<file path="config.mk">
export PLATFORM = sky130hd
export DESIGN_NAME = stopwatch_seven_segment_scanner
export DESIGN_NICKNAME = d
export VERILOG_FILES = /design/src/rtl/sss_pkg.sv /design/src/rtl/sss_serializer.sv /design/src/rtl/stopwatch_seven_segment_scanner.sv
export SDC_FILE = /design/constraint.sdc
export NUM_CORES = 1
export LEC_CHECK = 0
export ABC_AREA = 1
export BUFFER_PORTS_ARGS = -buffer_cell sky130_fd_sc_hd__buf_2
export CORE_UTILIZATION = 66
export DETAILED_ROUTE_END_ITERATION = 8
export HOLD_SLACK_MARGIN = 0.08
export PLACE_DENSITY = 0.83
export SYNTH_ARGS = -nofsm -noshare
export SYNTH_HDL_FRONTEND = slang
export SYNTH_SLANG_ARGS = --single-unit
</file>
<file path="constraint.sdc">
create_clock -name clock -period 8.1 [get_ports clock]
set_clock_uncertainty 0.15 [all_clocks]
set_input_delay 2.025 -clock clock [delete_from_list [all_inputs] [get_ports clock]]
set_output_delay 2.025 -clock clock [all_outputs]
set_load 0.02 [all_outputs]
</file>
<file path="src/rtl/sss_pkg.sv">
// Shared types, constants and lookup functions for the stopwatch seven-segment scanner.
package sss_pkg;

   localparam int ADC_BITS_DEFAULT = 12;
   localparam int FS_W             = 14;
   localparam int CSR_IDX_W        = 2;
   localparam int CSR_DATA_W       = 14;

   // item kinds
   localparam logic [1:0] KIND_TICK  = 2'd0;
   localparam logic [1:0] KIND_CLEAR = 2'd1;
   localparam logic [1:0] KIND_SCAN  = 2'd2;

   // register indexes
   localparam logic [CSR_IDX_W-1:0] CSR_FULL_SCALE = 2'd0;
   localparam logic [CSR_IDX_W-1:0] CSR_DECIMAL    = 2'd1;

   localparam logic [FS_W-1:0] FULL_SCALE_RESET = 14'd330;
   localparam logic [1:0]      DECIMAL_RESET    = 2'd1;

   localparam logic [7:0] BLANK_SEG   = 8'hFF;
   localparam logic [7:0] BLANK_DIGIT = 8'h00;
   localparam logic [7:0] DP_MASK     = 8'h7F;

   // floor(x / 10^k) = (x * recip) >> RECIP_SHIFT for x below 2^14
   localparam int RECIP_SHIFT = 23;

   typedef struct packed {
      logic       valid;
      logic [7:0] seg;
      logic [1:0] pos;
   } load_type;

   function automatic logic [23:0] digit_recip(logic [1:0] pos);
      logic [23:0] r;
      unique case (pos)
         2'd0: r = 24'd8389;     // thousands
         2'd1: r = 24'd83887;    // hundreds
         2'd2: r = 24'd838861;   // tens
         2'd3: r = 24'd8388608;  // ones
      endcase
      return r;
   endfunction

   // active-low segment patterns, decimal point off
   function automatic logic [7:0] seg_pattern(logic [3:0] d);
      logic [7:0] s;
      unique case (d)
         4'd0:    s = 8'hC0;
         4'd1:    s = 8'hF9;
         4'd2:    s = 8'hA4;
         4'd3:    s = 8'hB0;
         4'd4:    s = 8'h99;
         4'd5:    s = 8'h92;
         4'd6:    s = 8'h82;
         4'd7:    s = 8'hF8;
         4'd8:    s = 8'h80;
         4'd9:    s = 8'h90;
         default: s = BLANK_SEG;
      endcase
      return s;
   endfunction

endpackage

</file>
<file path="src/rtl/sss_serializer.sv">
// Serial shifter: loads one 32-bit scan frame and hands it out one bit per beat.
module sss_serializer (
   input  logic              clock,
   input  logic              reset,
   input  sss_pkg::load_type load,
   output logic              load_free,
   output logic              rsp_valid,
   input  logic              rsp_stall,
   output logic              rsp_data_bit,
   output logic              rsp_latch_after,
   output logic              rsp_last
);
   import sss_pkg::*;

   logic [31:0] frame_ff;
   logic [4:0]  count_ff;
   logic        valid_ff;
   logic        beat;
   logic        last_beat;

   assign beat      = valid_ff && !rsp_stall;
   assign last_beat = beat && (count_ff == 5'd31);
   assign load_free = !valid_ff || last_beat;

   always_ff @(posedge clock) begin
      if (reset) begin
         valid_ff <= 1'b0;
      end else if (load.valid && load_free) begin
         valid_ff <= 1'b1;
      end else if (last_beat) begin
         valid_ff <= 1'b0;
      end
   end

   always_ff @(posedge clock) begin
      if (load.valid && load_free) begin
         frame_ff <= {BLANK_SEG, BLANK_DIGIT, load.seg, 8'(8'd1 << load.pos)};
         count_ff <= 5'd0;
      end else if (beat) begin
         frame_ff <= {frame_ff[30:0], 1'b0};
         count_ff <= count_ff + 5'd1;
      end
   end

   assign rsp_valid       = valid_ff;
   assign rsp_data_bit    = frame_ff[31];
   assign rsp_latch_after = (count_ff[3:0] == 4'hF);
   assign rsp_last        = (count_ff == 5'd31);

endmodule

</file>
<file path="src/rtl/stopwatch_seven_segment_scanner.sv">
// Top level of the stopwatch seven-segment scanner: time count, value pipeline, serial output.
//
// Request channel (req_*): one beat per item. A tick advances the mm:ss count, a clear
// zeroes it; both take effect at acceptance and give no response. A scan shows the digit
// under the digit pointer, either from the elapsed mmss or from the scaled converter reading
// floor(sample * full_scale / (2^ADC_BITS - 1)), and then advances the pointer.
// Response channel (rsp_*): each scan yields 32 beats of one serial bit, MSB first: a
// blanking frame (segments 0xFF, digits 0x00) then the segment byte and one-hot digit byte.
// rsp_latch_after marks the sixteenth bit of each frame, rsp_last the final bit of the scan.
// The first bit of a scan is offered after its request beat passes the input register,
// multiply, divide by the converter span, digit scaling and shifter load, in that order.
// Throughput: the output shifter sends one bit a cycle while rsp_stall is low; ticks and
// clears are taken one a cycle while the input register has room.
// When rsp_stall is high the shifter holds its bit, the four pipeline registers fill behind
// it, and req_stall rises once the input register can no longer move.
// Reset (synchronous) zeroes the count and digit pointer, loads full scale 330 and decimal
// digit 1, and empties the pipeline and shifter.
// CSR port: csr_write with csr_index/csr_wdata writes a register; unknown
// indexes are dropped. Writes are expected only while the block is idle.
module stopwatch_seven_segment_scanner #(
   parameter int ADC_BITS = sss_pkg::ADC_BITS_DEFAULT
) (
   input  logic                          clock,
   input  logic                          reset,
   input  logic                          req_valid,
   output logic                          req_stall,
   input  logic [1:0]                    req_kind,
   input  logic                          req_show_voltage,
   input  logic [ADC_BITS-1:0]           req_adc_sample,
   output logic                          rsp_valid,
   input  logic                          rsp_stall,
   output logic                          rsp_data_bit,
   output logic                          rsp_latch_after,
   output logic                          rsp_last,
   input  logic                          csr_write,
   input  logic [sss_pkg::CSR_IDX_W-1:0] csr_index,
   input  logic [sss_pkg::CSR_DATA_W-1:0] csr_wdata
);
   import sss_pkg::*;

   localparam int PW    = ADC_BITS + FS_W;
   localparam int FOLDS = 3;   // enough for ADC_BITS from 8 up
   localparam logic [PW-1:0] DIVISOR = PW'((1 << ADC_BITS) - 1);
   localparam logic [13:0]   TENTH_RECIP = 14'd6554;   // floor(t/10) = (t*6554) >> 16

   // details of a scan that ride alongside the value
   typedef struct packed {
      logic       volt;
      logic [1:0] pos;
      logic       dp;
      logic [3:0] tdig;
   } side_type;

   // configuration
   logic [FS_W-1:0] scale_ff;
   logic [1:0]      dec_ff;

   // mm:ss count kept as decimal digits, plus digit pointer
   logic [3:0] min_tens_ff, min_tens_in;
   logic [3:0] min_ones_ff, min_ones_in;
   logic [2:0] sec_tens_ff, sec_tens_in;
   logic [3:0] sec_ones_ff, sec_ones_in;
   logic [1:0] ptr_ff;

   // pipeline
   logic                s1_valid_ff, s2_valid_ff, s3_valid_ff, s4_valid_ff;
   logic [ADC_BITS-1:0] s1_sample_ff;
   logic [FS_W-1:0]     s1_scale_ff;
   logic [PW-1:0]       s2_prod_ff;
   logic [13:0]         s3_q_ff;
   logic [13:0]         s4_t_ff;
   side_type            s1_side_ff, s2_side_ff, s3_side_ff, s4_side_ff;
   side_type            s1_side_in;

   logic open1, open2, open3, open4;
   logic accept, scan_accept;
   logic load_free;
   logic [3:0] time_digit;

   logic [13:0]   fold_quot;
   logic [PW-1:0] fold_rem;
   logic [37:0]   scale_prod;
   logic [26:0]   tenth_prod;
   logic [10:0]   tenth;
   logic [13:0]   vdig_wide;
   logic [3:0]    digit;
   logic [7:0]    seg;
   load_type      load;

   // each stage moves when the one after it is empty or moving
   assign open4 = !s4_valid_ff || load_free;
   assign open3 = !s3_valid_ff || open4;
   assign open2 = !s2_valid_ff || open3;
   assign open1 = !s1_valid_ff || open2;

   assign req_stall   = !open1;
   assign accept      = req_valid && open1;
   assign scan_accept = accept && (req_kind == KIND_SCAN);

   // time digit under the pointer, counted from the left
   always_comb begin
      unique case (ptr_ff)
         2'd0: time_digit = min_tens_ff;
         2'd1: time_digit = min_ones_ff;
         2'd2: time_digit = {1'b0, sec_tens_ff};
         2'd3: time_digit = sec_ones_ff;
      endcase
   end

   always_comb begin
      s1_side_in.volt = req_show_voltage;
      s1_side_in.pos  = ptr_ff;
      s1_side_in.dp   = req_show_voltage && (ptr_ff == dec_ff);
      s1_side_in.tdig = time_digit;
   end

   // count update: seconds wrap at 60 into minutes, minutes wrap at 100
   always_comb begin
      min_tens_in = min_tens_ff;
      min_ones_in = min_ones_ff;
      sec_tens_in = sec_tens_ff;
      sec_ones_in = sec_ones_ff;
      if (accept && (req_kind == KIND_CLEAR)) begin
         min_tens_in = 4'd0;
         min_ones_in = 4'd0;
         sec_tens_in = 3'd0;
         sec_ones_in = 4'd0;
      end else if (accept && (req_kind == KIND_TICK)) begin
         if (sec_ones_ff != 4'd9) begin
            sec_ones_in = sec_ones_ff + 4'd1;
         end else begin
            sec_ones_in = 4'd0;
            if (sec_tens_ff != 3'd5) begin
               sec_tens_in = sec_tens_ff + 3'd1;
            end else begin
               sec_tens_in = 3'd0;
               if (min_ones_ff != 4'd9) begin
                  min_ones_in = min_ones_ff + 4'd1;
               end else begin
                  min_ones_in = 4'd0;
                  min_tens_in = (min_tens_ff == 4'd9) ? 4'd0 : min_tens_ff + 4'd1;
               end
            end
         end
      end
   end

   // divide by 2^ADC_BITS - 1: fold the high part back onto the low part
   always_comb begin
      fold_quot = '0;
      fold_rem  = s2_prod_ff;
      for (int k = 0; k < FOLDS; k++) begin
         fold_quot = fold_quot + fold_rem[PW-1:ADC_BITS];
         fold_rem  = {{FS_W{1'b0}}, fold_rem[ADC_BITS-1:0]} + PW'(fold_rem[PW-1:ADC_BITS]);
      end
      if (fold_rem >= DIVISOR) begin
         fold_quot = fold_quot + 14'd1;
         fold_rem  = fold_rem - DIVISOR;
      end
   end

   // scale to the wanted decimal position
   assign scale_prod = 38'(s3_q_ff) * 38'(digit_recip(s3_side_ff.pos));

   // take the scaled value modulo 10, then form the segment byte
   assign tenth_prod = 27'(s4_t_ff) * 27'(TENTH_RECIP);
   assign tenth      = tenth_prod[26:16];
   assign vdig_wide  = s4_t_ff - 14'({tenth, 3'b000}) - 14'({tenth, 1'b0});

   always_comb begin
      digit = s4_side_ff.volt ? vdig_wide[3:0] : s4_side_ff.tdig;
      seg   = seg_pattern(digit);
      if (s4_side_ff.dp) begin
         seg = seg & DP_MASK;
      end
   end

   assign load.valid = s4_valid_ff;
   assign load.seg   = seg;
   assign load.pos   = s4_side_ff.pos;

   // control state
   always_ff @(posedge clock) begin
      if (reset) begin
         scale_ff    <= FULL_SCALE_RESET;
         dec_ff      <= DECIMAL_RESET;
         min_tens_ff <= 4'd0;
         min_ones_ff <= 4'd0;
         sec_tens_ff <= 3'd0;
         sec_ones_ff <= 4'd0;
         ptr_ff      <= 2'd0;
         s1_valid_ff <= 1'b0;
         s2_valid_ff <= 1'b0;
         s3_valid_ff <= 1'b0;
         s4_valid_ff <= 1'b0;
      end else begin
         if (csr_write) begin
            unique case (csr_index)
               CSR_FULL_SCALE: scale_ff <= csr_wdata[FS_W-1:0];
               CSR_DECIMAL:    dec_ff   <= csr_wdata[1:0];
               default:        ;
            endcase
         end
         min_tens_ff <= min_tens_in;
         min_ones_ff <= min_ones_in;
         sec_tens_ff <= sec_tens_in;
         sec_ones_ff <= sec_ones_in;
         if (scan_accept) begin
            ptr_ff <= ptr_ff + 2'd1;
         end
         if (open1) begin
            s1_valid_ff <= scan_accept;
         end
         if (open2) begin
            s2_valid_ff <= s1_valid_ff;
         end
         if (open3) begin
            s3_valid_ff <= s2_valid_ff;
         end
         if (open4) begin
            s4_valid_ff <= s3_valid_ff;
         end
      end
   end

   // pipeline payload
   always_ff @(posedge clock) begin
      if (open1) begin
         s1_sample_ff <= req_adc_sample;
         s1_scale_ff  <= scale_ff;
         s1_side_ff   <= s1_side_in;
      end
      if (open2) begin
         s2_prod_ff <= PW'(s1_sample_ff) * PW'(s1_scale_ff);
         s2_side_ff <= s1_side_ff;
      end
      if (open3) begin
         s3_q_ff    <= fold_quot;
         s3_side_ff <= s2_side_ff;
      end
      if (open4) begin
         s4_t_ff    <= scale_prod[RECIP_SHIFT +: 14];
         s4_side_ff <= s3_side_ff;
      end
   end

   sss_serializer u_serializer (
      .clock           (clock),
      .reset           (reset),
      .load            (load),
      .load_free       (load_free),
      .rsp_valid       (rsp_valid),
      .rsp_stall       (rsp_stall),
      .rsp_data_bit    (rsp_data_bit),
      .rsp_latch_after (rsp_latch_after),
      .rsp_last        (rsp_last)
   );

`ifndef SYNTHESIS
   // pointer steps by one on every accepted scan
   a_ptr_step: assert property (@(posedge clock) disable iff (reset)
      scan_accept |=> ptr_ff == $past(ptr_ff) + 2'd1)
      else $error("digit pointer did not advance after a scan");

   // decimal count digits stay legal
   a_bcd_range: assert property (@(posedge clock) disable iff (reset)
      sec_tens_ff <= 3'd5 && sec_ones_ff <= 4'd9 && min_ones_ff <= 4'd9 &&
      min_tens_ff <= 4'd9)
      else $error("elapsed count digit out of range");

   // folding divider leaves a remainder below the divisor
   a_div_rem: assert property (@(posedge clock) disable iff (reset)
      s2_valid_ff |-> fold_rem < DIVISOR)
      else $error("divider remainder not reduced");
`endif

endmodule
</file>
# After elaboration in Yosys (flattened, before gate mapping)

Memory sizes are Yosys's and may differ from the RTL's.
Cells that the tools add are included.

Latch bits: 0
Memories kept: 1
Memory bits (writable): 0
Bits in read-only memories: 112
Word-level logic and storage cells: 120
Input port bits: 36
Register bits: 187

Equal/unequal tests: 16
$lt $le $gt $ge: 1
Muxes and demuxes: 13
Reduce and logical (&&, ||, !) cells: 32
Bitwise operators: 3
Divide/modulo/power cells: 0
Multiply operators: 3
$add $sub $neg: 14
Shift-type cells: 1

Memories:

| name             | depth | bits a word | read ports | clocked after memory_dff | wr ports | line          | text |
|---|---|---|---|---|---|---|---|
| (name not given) | 16    | 7           | 1          | 0                        | 0        | sss_pkg.sv:48 | `unique case (d)` |

Operator list:

| operator                                                             | count |
|---|---|
| one-hot mux 24 bit (4 select lines)                                  | 1 |
| multiplier 14 x 24 -> 37 bit                                         | 1 |
| two-way mux 16 bit                                                   | 2 |
| multiplier 12 x 14 -> 26 bit                                         | 1 |
| multiplier 14 x 12 -> 18 bit (second input constant)                 | 1 |
| two-way mux 4 bit                                                    | 4 |
| one-hot mux 4 bit (4 select lines)                                   | 1 |
| adder 12 x 14 -> 15 bit                                              | 1 |
| adder 14 x 1 -> 14 bit                                               | 1 |
| adder 14 x 1 -> 14 bit (second input constant)                       | 1 |
| adder 14 x 3 -> 14 bit                                               | 1 |
| two-way mux 14 bit                                                   | 1 |
| adder 12 x 1 -> 13 bit                                               | 1 |
| adder 12 x 3 -> 13 bit                                               | 1 |
| greater-or-equal comparator 13 x 12 -> 1 bit (second input constant) | 1 |
| adder 4 x 1 -> 4 bit (second input constant)                         | 3 |
| equality test 2 bit (second input constant)                          | 5 |
| equality test 2 x 1 -> 1 bit (second input constant)                 | 4 |
| equality test 4 bit (second input constant)                          | 2 |
| logical AND 1 bit                                                    | 8 |
| zero test 2 bit                                                      | 4 |
| two-way mux 8 bit                                                    | 1 |
| != test 4 bit (second input constant)                                | 2 |
| << shifter 1 x 2 -> 8 bit (first input constant)                     | 1 |
| 17 further kinds                                                     | 34 |

# Depth between registers and ports, before layout

Gate-level depths: netlist (run 1).

Word-level depth: 11
Depth in mapped cells: 38
Depth with buffers taken out: 37

# Hierarchy

A second synthesis (run 1) with hierarchy kept.

Cells, all modules: 2,789
Area total of the unflattened synthesis: 24,278.3 sq um

Modules (own cells, without submodules):

| module                          | cells an instance | area an instance (sq um) | times used | seq. area each (sq um) |
|---|---|---|---|---|
| stopwatch_seven_segment_scanner | 2,597             | 22,685.5                 | 1          | 4,103.9 |
| sss_serializer                  | 192               | 1,592.8                  | 1          | 920.9 |

# Worst setup path after synthesis (run 1)

Ideal clock, no wire load.

Path kind: reg2reg
Start point: register s3_side_ff[6] (netlist bit)
End point: register s4_t_ff[13], data pin
Cell stages (with the launch flop): 27
Period minus slack after synthesis: 6,104 ps
Library setup time: 266 ps
Arrival time: 5,689 ps
Path slack: 1,996 ps
Cell sequence: edfxtp_1 inv_1 ha_1 clkbuf_1 nand2_1 inv_1 fa_1 fa_1 inv_1 fa_1 inv_1 fa_1 fa_1 inv_1 fa_1 inv_1 ha_1 nand2_1 nor4_1 nand3_1 a31o_2 nand3_1 nand2_1 nand2_1 nand2_1 o2111ai_1 xor2_1

Longest elaborated chain between the ends: 3

RTL lines:

| item                                        | line                                   | text |
|---|---|---|
| start: declaration                          | stopwatch_seven_segment_scanner.sv:72  | `side_type s1_side_ff, s2_side_ff, s3_side_ff, s4_side_ff;` |
| start signal: assignment                    | stopwatch_seven_segment_scanner.sv:239 | `s3_side_ff <= s2_side_ff;` |
| equality test 2 bit (tied with other cells) | sss_pkg.sv:36                          | `unique case (pos)` |
| one-hot mux 24 bit (4 select lines) *       | sss_pkg.sv:36                          |  |
| multiplier 14 x 24 -> 37 bit *              | stopwatch_seven_segment_scanner.sv:163 | `assign scale_prod = 38'(s3_q_ff) * 38'(digit_recip(s3_side_ff.pos));` |
| via scale_prod[36]                          | stopwatch_seven_segment_scanner.sv:82  | `logic [37:0] scale_prod;` |
| end signal: assignment                      | stopwatch_seven_segment_scanner.sv:242 | `s4_t_ff <= scale_prod[RECIP_SHIFT +: 14];` |
| end: declaration                            | stopwatch_seven_segment_scanner.sv:71  | `logic [13:0] s4_t_ff;` |

The timed path passes the listed nets; every way through them passes the cells marked *. The select of a mux whose other input is x is not followed.
A chain may end at the register's enable or synchronous reset.

# Worst setup path in the final report (run 1)

Start point: register s3_side_ff[5] (netlist bit)
End point: register s4_t_ff[4], data pin

The elaborated chain is that of the path after synthesis.

==> impl_metrics.ini, run 1 <==
[run_status]
outcome = completed

[grt]
grt_max_degree = 38
track_usage_pct = 31.46
antenna_found_initial = 0
grt_overflow = 0
grt_pass1_vias = 18730
grt_pass1_wl_mm = 90.45

[clock_network]
ctsResizeCount = 0
cts.clk_slew.worst_paths_ps = 80
htreeDepth = 4
postCtsSetupRepairBufs = 0
clock_latency_ps = 460
cts.sinks = 187
hold_buffers = 0
cts_root_buf = clkbuf_16
cts_tree = done
cts_buffer_depth = 2
cts_buffers = 17

[yosys]
async_flop_share_pct = 0
yosys.cell_count.top_type = inv_1
synth_cell_types = 49
synth_area_leaders = fa_1 (28%), ha_1 (16%), edfxtp_1 (16%), inv_1 (11%), nand2_1 (8.2%)
avgSynthCellArea_um2 = 8.840
syn_area_um2 = 23910
synthFlopType = edfxtp_1
synth_top_area_cell = fa_1
synth_edf_count = 128
ys_seq_area_share_pct = 21.01
yosysWarnings = 0
synth_common_cells = inv_1 (707), nand2_1 (522), fa_1 (338), ha_1 (312)
syn_inst = 2705
synth_fp_nets = 3391
yosys.area.top_type_share_pct = 28.30
ys_ff_latch = 187

[timing]
worst_hold_slack_ps = 273.3
relSlewSlack_pct = 37.46
fin_crit_ps = 6922
fmax_mhz = 144.5
setup_viol = 0
setup_ws_ps = 1178
slew_viol_final = 0
fin_tns_setup_ps = 0
grt_setup_unrepaired = no
final.period_utilization_pct = 85.46
tightest_slew_ps = 937.1
hold_viol = 0

[route]
wl_per_cell_um = 16.93
dr_wl_met3_mm = 2.594
route.detailed.drc = 0
drt-total-wl_mm = 54.16
routed_via_density = 5.491
routed.top_layer = met4
drtAntennaViolNets = 0
vias = 17570
drt_iter0_markers = 1099
wl_met1_mm = 21.16
route.met2.wl_mm = 28.67
dr.pass1.iters = 5

[final_layout]
nNetsFinal = 3411
fin_area_um2 = 25170
area_growth_pct = 5.279
fill_cells = 2595
post_route_cells_drive_above_1_share_pct = 4.711
diodes = 0

[place]
io_buffer_count = 40
gp_congestion = 1.012
dp_hpwl_mm = 45.19
placed_cell_area_um2 = 24550
place_ws_ps = 1247

[power]
vdd_drop_max_uv = 1067
p_leak_uw = 0.01431
cellPowerDensity_nw_per_um2 = 393.0

[worst_setup_path]
crit_fanout = 15
r2r_setup_slack_ps = 1180
startpoint_type = register
crit_type = reg2reg
cp.required_ps = 8160
cp.arrival_ps = 6980
worst_r2r_path_depth = 25
timing.rr.start = s3_side_ff[5]
r2r_end = s4_t_ff[4]
setup.worst_path.end_class = register

[worst_hold_path]
hp-start = s3_side_ff[3]
hold_class = reg2reg
hold_end = s4_side_ff[3]
hold_depth = 0

[floorplan]
initial_utilization_pct = 67.23
pin_count = 41
row_count = 69
fp.dieArea_um2 = 36990
die_h_um = 192.3
die_w_um = 192.3
core_um2 = 35570

[run]
drv_cap = 0
## power by group
| group | internal [uW] | switching [uW] | total [uW] |
|---|---|---|---|
| logic | 2820 | 4770 | 7590 |
| registers | 1230 | 195 | 1420 |
| clock network | 432 | 450 | 882 |
## kinds of logic (layout without fill, tap and decap cells)
kind of cell             after synthesis  in the layout  share of synthesized area (%)
flip-flops                           187            187                          21.01
adder cells (fa/ha/maj)              650            650                          44.62
AO/OA/AOI/OAI                        215            215                          5.008
AND/OR/NAND/NOR                      806            806                          14.10
XOR/XNOR                              77             77                          2.820
multiplexers                          10             10                         0.4709
buffers and inverters                760            793                          11.97
## worst max-delay path, cell delays in order, from the launching register on
cell and delay, ps:
edfxtp_1 460, inv_1 110, ha_1 540, nor2_1 80, inv_1 220, nand2_1 120
fa_1 490, fa_1 520, inv_1 50, fa_1 500, inv_1 60, fa_1 490
fa_1 500, inv_1 60, fa_1 480, ha_1 380, nand2_1 90, nor2_1 150
nand4_1 90, o21ai_1 200, nand4_1 190, nand2_1 130, a21oi_1 60, o21ai_0 250
a21oi_1 130, xnor2_1 150
## metrics by stage
step                      utilization (%)  power, uW  instances
after CTS                           70.78       9842       3199
after detailed placement            69.03       8899       3167
after floorplan                         -       7052       2705
after global placement              69.03       8593       3167
final                               70.78       9893       3199
after global routing                70.78      11090       3199
## worst max-delay path by stage
| stage | depth (start not counted) | start | endpoint | slack [ps] |
|---|---|---|---|---|
| final | 25 | s3_side_ff[5] | s4_t_ff[4] | 1180 |
| after global routing | 32 | s2_prod_ff[12] | s3_q_ff[12] | 740 |
| after CTS | 25 | s3_side_ff[5] | s4_t_ff[4] | 1230 |
| after detailed placement | 25 | s3_side_ff[5] | s4_t_ff[4] | 1250 |
| after global placement | 25 | s3_side_ff[5] | s4_t_ff[4] | 1450 |
| after floorplan | 26 | s3_side_ff[6] | s4_t_ff[13] | 2000 |
## cell type report
| cell class | count | area [um^2] | share of cell area, % |
|---|---|---|---|
| timing repair buffer | 45 | 237.7 | 0.9443 |
| multi-input combinational | 1758 | 16030 | 63.66 |
| clock inverter | 15 | 196.4 | 0.7803 |
| inverter | 716 | 2688 | 10.68 |
| clock buffer | 17 | 425.4 | 1.690 |
| sequential | 187 | 5025 | 19.96 |
| tap | 461 | 576.8 | 2.291 |
## layout by cell type, fill, tap and decap left out, drive strengths merged, types with 2 or more instances in the layout
master and count:
nand4 21, buf 45, clkinv 5, inv 726, a21boi 4, fa 338, o21bai 5, nor4 5
a221oi 4, nor3 25, nand2 529, clkbuf 17, o31ai 5, xnor2 27, nand3b 2, o2111ai 3
o21a 8, nand3 79, mux2 10, xor2 50, a21oi 102, o211ai 5, nor2 140, dfxtp 59
o21ai 70, a31oi 4, ha 312, or2 4, edfxtp 128
## flip-flops by register name, indices dropped and copies added, names as in the netlist, 12 cells and up
register / count
s2_prod_ff: 26
s3_q_ff: 14
s1_scale_ff: 14
s4_t_ff: 14
scale_ff: 14
u_serializer.frame_ff: 32
s1_sample_ff: 12
## per-layer routing
layer  global-route usage, %  vias up
met5                       0        -
met4                   11.57        0
met3                   3.564      123
met2                   58.87      619
met1                   36.83     8518
li1                        -     8306
Note: power is estimated with default switching activity, not from simulation.
==> run 2, diff against run 1 <==
--- a/config.mk
+++ b/config.mk
@@ -13,4 +13,5 @@
 export PLACE_DENSITY = 0.83
 export SYNTH_ARGS = -nofsm -noshare
 export SYNTH_HDL_FRONTEND = slang
+export SYNTH_HIERARCHICAL = 1
 export SYNTH_SLANG_ARGS = --single-unit
==> impl_metrics.ini, run 2 <==
[yosys]
synth_common_cells = inv_1 (708), nand2_1 (603), fa_1 (338), ha_1 (312), nor2_1 (139)
yosysWarnings = 6
avgSynthCellArea_um2 = 8.705
synth_cell_types = 51
synth_top_area_cell = fa_1
yosys.cell_count.top_type = inv_1
yosys.area.top_type_share_pct = 27.87
synth_edf_count = 128
synth_fp_nets = 3475
ys_seq_area_share_pct = 20.70
syn_inst = 2789
synth_area_leaders = fa_1 (28%), ha_1 (16%), edfxtp_1 (16%), inv_1 (11%), nand2_1 (9.3%)
async_flop_share_pct = 0
syn_area_um2 = 24280
ys_ff_latch = 187
synthFlopType = edfxtp_1

[place]
io_buffer_count = 40
gp_congestion = 0.9788
placed_cell_area_um2 = 24900
dp_hpwl_mm = 44.83

[power]
switchingPower_uw = 5375
vdd_drop_max_uv = 427.6
comb_power_share_pct = 77.4
cellPowerDensity_nw_per_um2 = 389.0
power_report.internal_total_uw = 4530
clkPwrFrac_pct = 8.1
power.share.sequential_pct = 14.5
swShare_pct = 54.27
p_leak_uw = 0.01448

[clock_network]
cts.sinks = 187
cts.clk_slew.worst_paths_ps = 80
htreeDepth = 4
hold_buffers = 0
cts_root_buf = clkbuf_16
cts_buffer_depth = 2
postCtsSetupRepairBufs = 0
ctsResizeCount = 0
clock_latency_ps = 440
cts_buffers = 17
cts_tree = done

[floorplan]
initial_utilization_pct = 67.60
row_count = 69
core_um2 = 35910
die_w_um = 193.8
die_h_um = 193.8
fp.dieArea_um2 = 37560
pin_count = 41

[grt]
antenna_found_initial = 0
grt_overflow = 0
grt_pass1_wl_mm = 90.75
track_usage_pct = 30.18
grt_pass1_vias = 19290
grt_max_degree = 37

[timing]
worst_hold_slack_ps = 269.4
setup_viol = 0
fin_tns_setup_ps = 0
relSlewSlack_pct = 30.79
tightest_slew_ps = 1036
slew_viol_final = 0
hold_viol = 0
final.period_utilization_pct = 92.31
fin_crit_ps = 7477
fmax_mhz = 133.7
grt_setup_unrepaired = no

[final_layout]
fin_area_um2 = 25470
diodes = 0
final_cell_mix = inv_1 (708), nand2_1 (603), fa_1 (338), ha_1 (312), nor2_1 (139)
ff_latch_area_um2 = 5025
reg.largest.list = u_serializer/frame_ff x32, s2_prod_ff x26
multi_input_area_um2 = 16340
post_route_cells_drive_above_1_share_pct = 5.103
largest_reg_flops = 32
regMostFlops = u_serializer/frame_ff
fill_cells = 2668
nNetsFinal = 3495
final_common_cell = inv_1
area_growth_pct = 4.891

[worst_setup_path]
crit_fanout = 13
cp.arrival_ps = 7520
setup.worst_path.end_class = register
cp.required_ps = 8140
startpoint_type = register
crit_type = reg2reg
r2r_setup_slack_ps = 620

[route]
wl_per_cell_um = 16.10
dr.pass1.iters = 6
drtAntennaViolNets = 0
route.detailed.drc = 0
drt_iter0_markers = 1030
vias = 17920
routed_via_density = 5.459
drt-total-wl_mm = 52.85

[run_status]
outcome = completed

[worst_hold_path]
hold_class = reg2reg

[run]
drv_cap = 0
[run 2: cell types whose count changed after synthesis, moves of 9 or more]
cell / delta
nand2_1: +81
nor2_1: +11
mux2_2: -10
nand2_4: +9
[run 2: critical path, stage by stage (launching register included)]
cell,delay [ps]
edfxtp_1,460
ha_1,490
nor2_1,270
inv_1,80
nor2_1,230
nor2_1,110
ha_1,200
or2_2,300
fa_1,500
fa_1,540
fa_1,530
fa_1,540
inv_1,70
fa_1,590
inv_1,60
ha_1,330
a21oi_1,170
o21ai_0,100
o21ai_0,170
nand3_1,180
a21oi_1,300
inv_1,80
nand2_1,60
o211ai_1,100
a21boi_0,300
o21ai_0,150
xor2_1,160
[run 2: through the flow]
step / utilization (%) / setup WS (ps) / power [uW] / std cells
after detailed placement: 69.33 / 699.6 / 8985 / 3251
after CTS: 70.91 / 694.1 / 9883 / 3283
after global placement: 69.33 / 843.5 / 8662 / 3251
after floorplan: - / 1604 / 7095 / 2789
final: 70.91 / 622.8 / 9905 / 3283
after global routing: 70.91 / 326.2 / 11130 / 3283
[run 2: worst paths after layout]
| kind | cells after the start | start | to |
|---|---|---|---|
| min | 0 | s2_side_ff[0] | s3_side_ff[0] |
| min reg2reg | 0 | s2_side_ff[0] | s3_side_ff[0] |
| max | 26 | s3_side_ff[5] | s4_t_ff[12] |
| max reg2reg | 26 | s3_side_ff[5] | s4_t_ff[12] |
[run 2: per-layer routing]
layer | track usage [%] | routed length, um | vias to the layer above
li1 | - | - | 8526
met3 | 3.653 | 2596 | 118
met2 | 55.90 | 27630 | 593
met5 | 0 | 0 | -
met4 | 10.25 | 1494 | 0
met1 | 36.18 | 21120 | 8686
[run 2: power groups by stage]
stage	clock [uW]	combinational [uW]	sequential, uW
after global routing	851	8830	1450
after global placement	0	7210	1450
after CTS	816	7630	1430
final	803	7660	1440
after floorplan	0	5760	1340
after detailed placement	0	7530	1450
[run 2: cell families after synthesis]
family	Yosys count	share of synthesized area, %
compound gates	199	4.551
xor+xnor	76	2.742
fa+ha+maj	650	43.95
buf+inv	766	11.98
flops	187	20.70
simple gates	911	16.08
[run 2: final cells by class]
| type | instances | area share [%] |
|---|---|---|
| clock buffer | 19 | 1.739 |
| clock inverter | 13 | 0.4864 |
| inverter | 722 | 10.66 |
| multi-input combinational | 1836 | 64.18 |
| sequential | 187 | 19.73 |
| tap | 461 | 2.265 |
| timing repair buffer | 45 | 0.9335 |
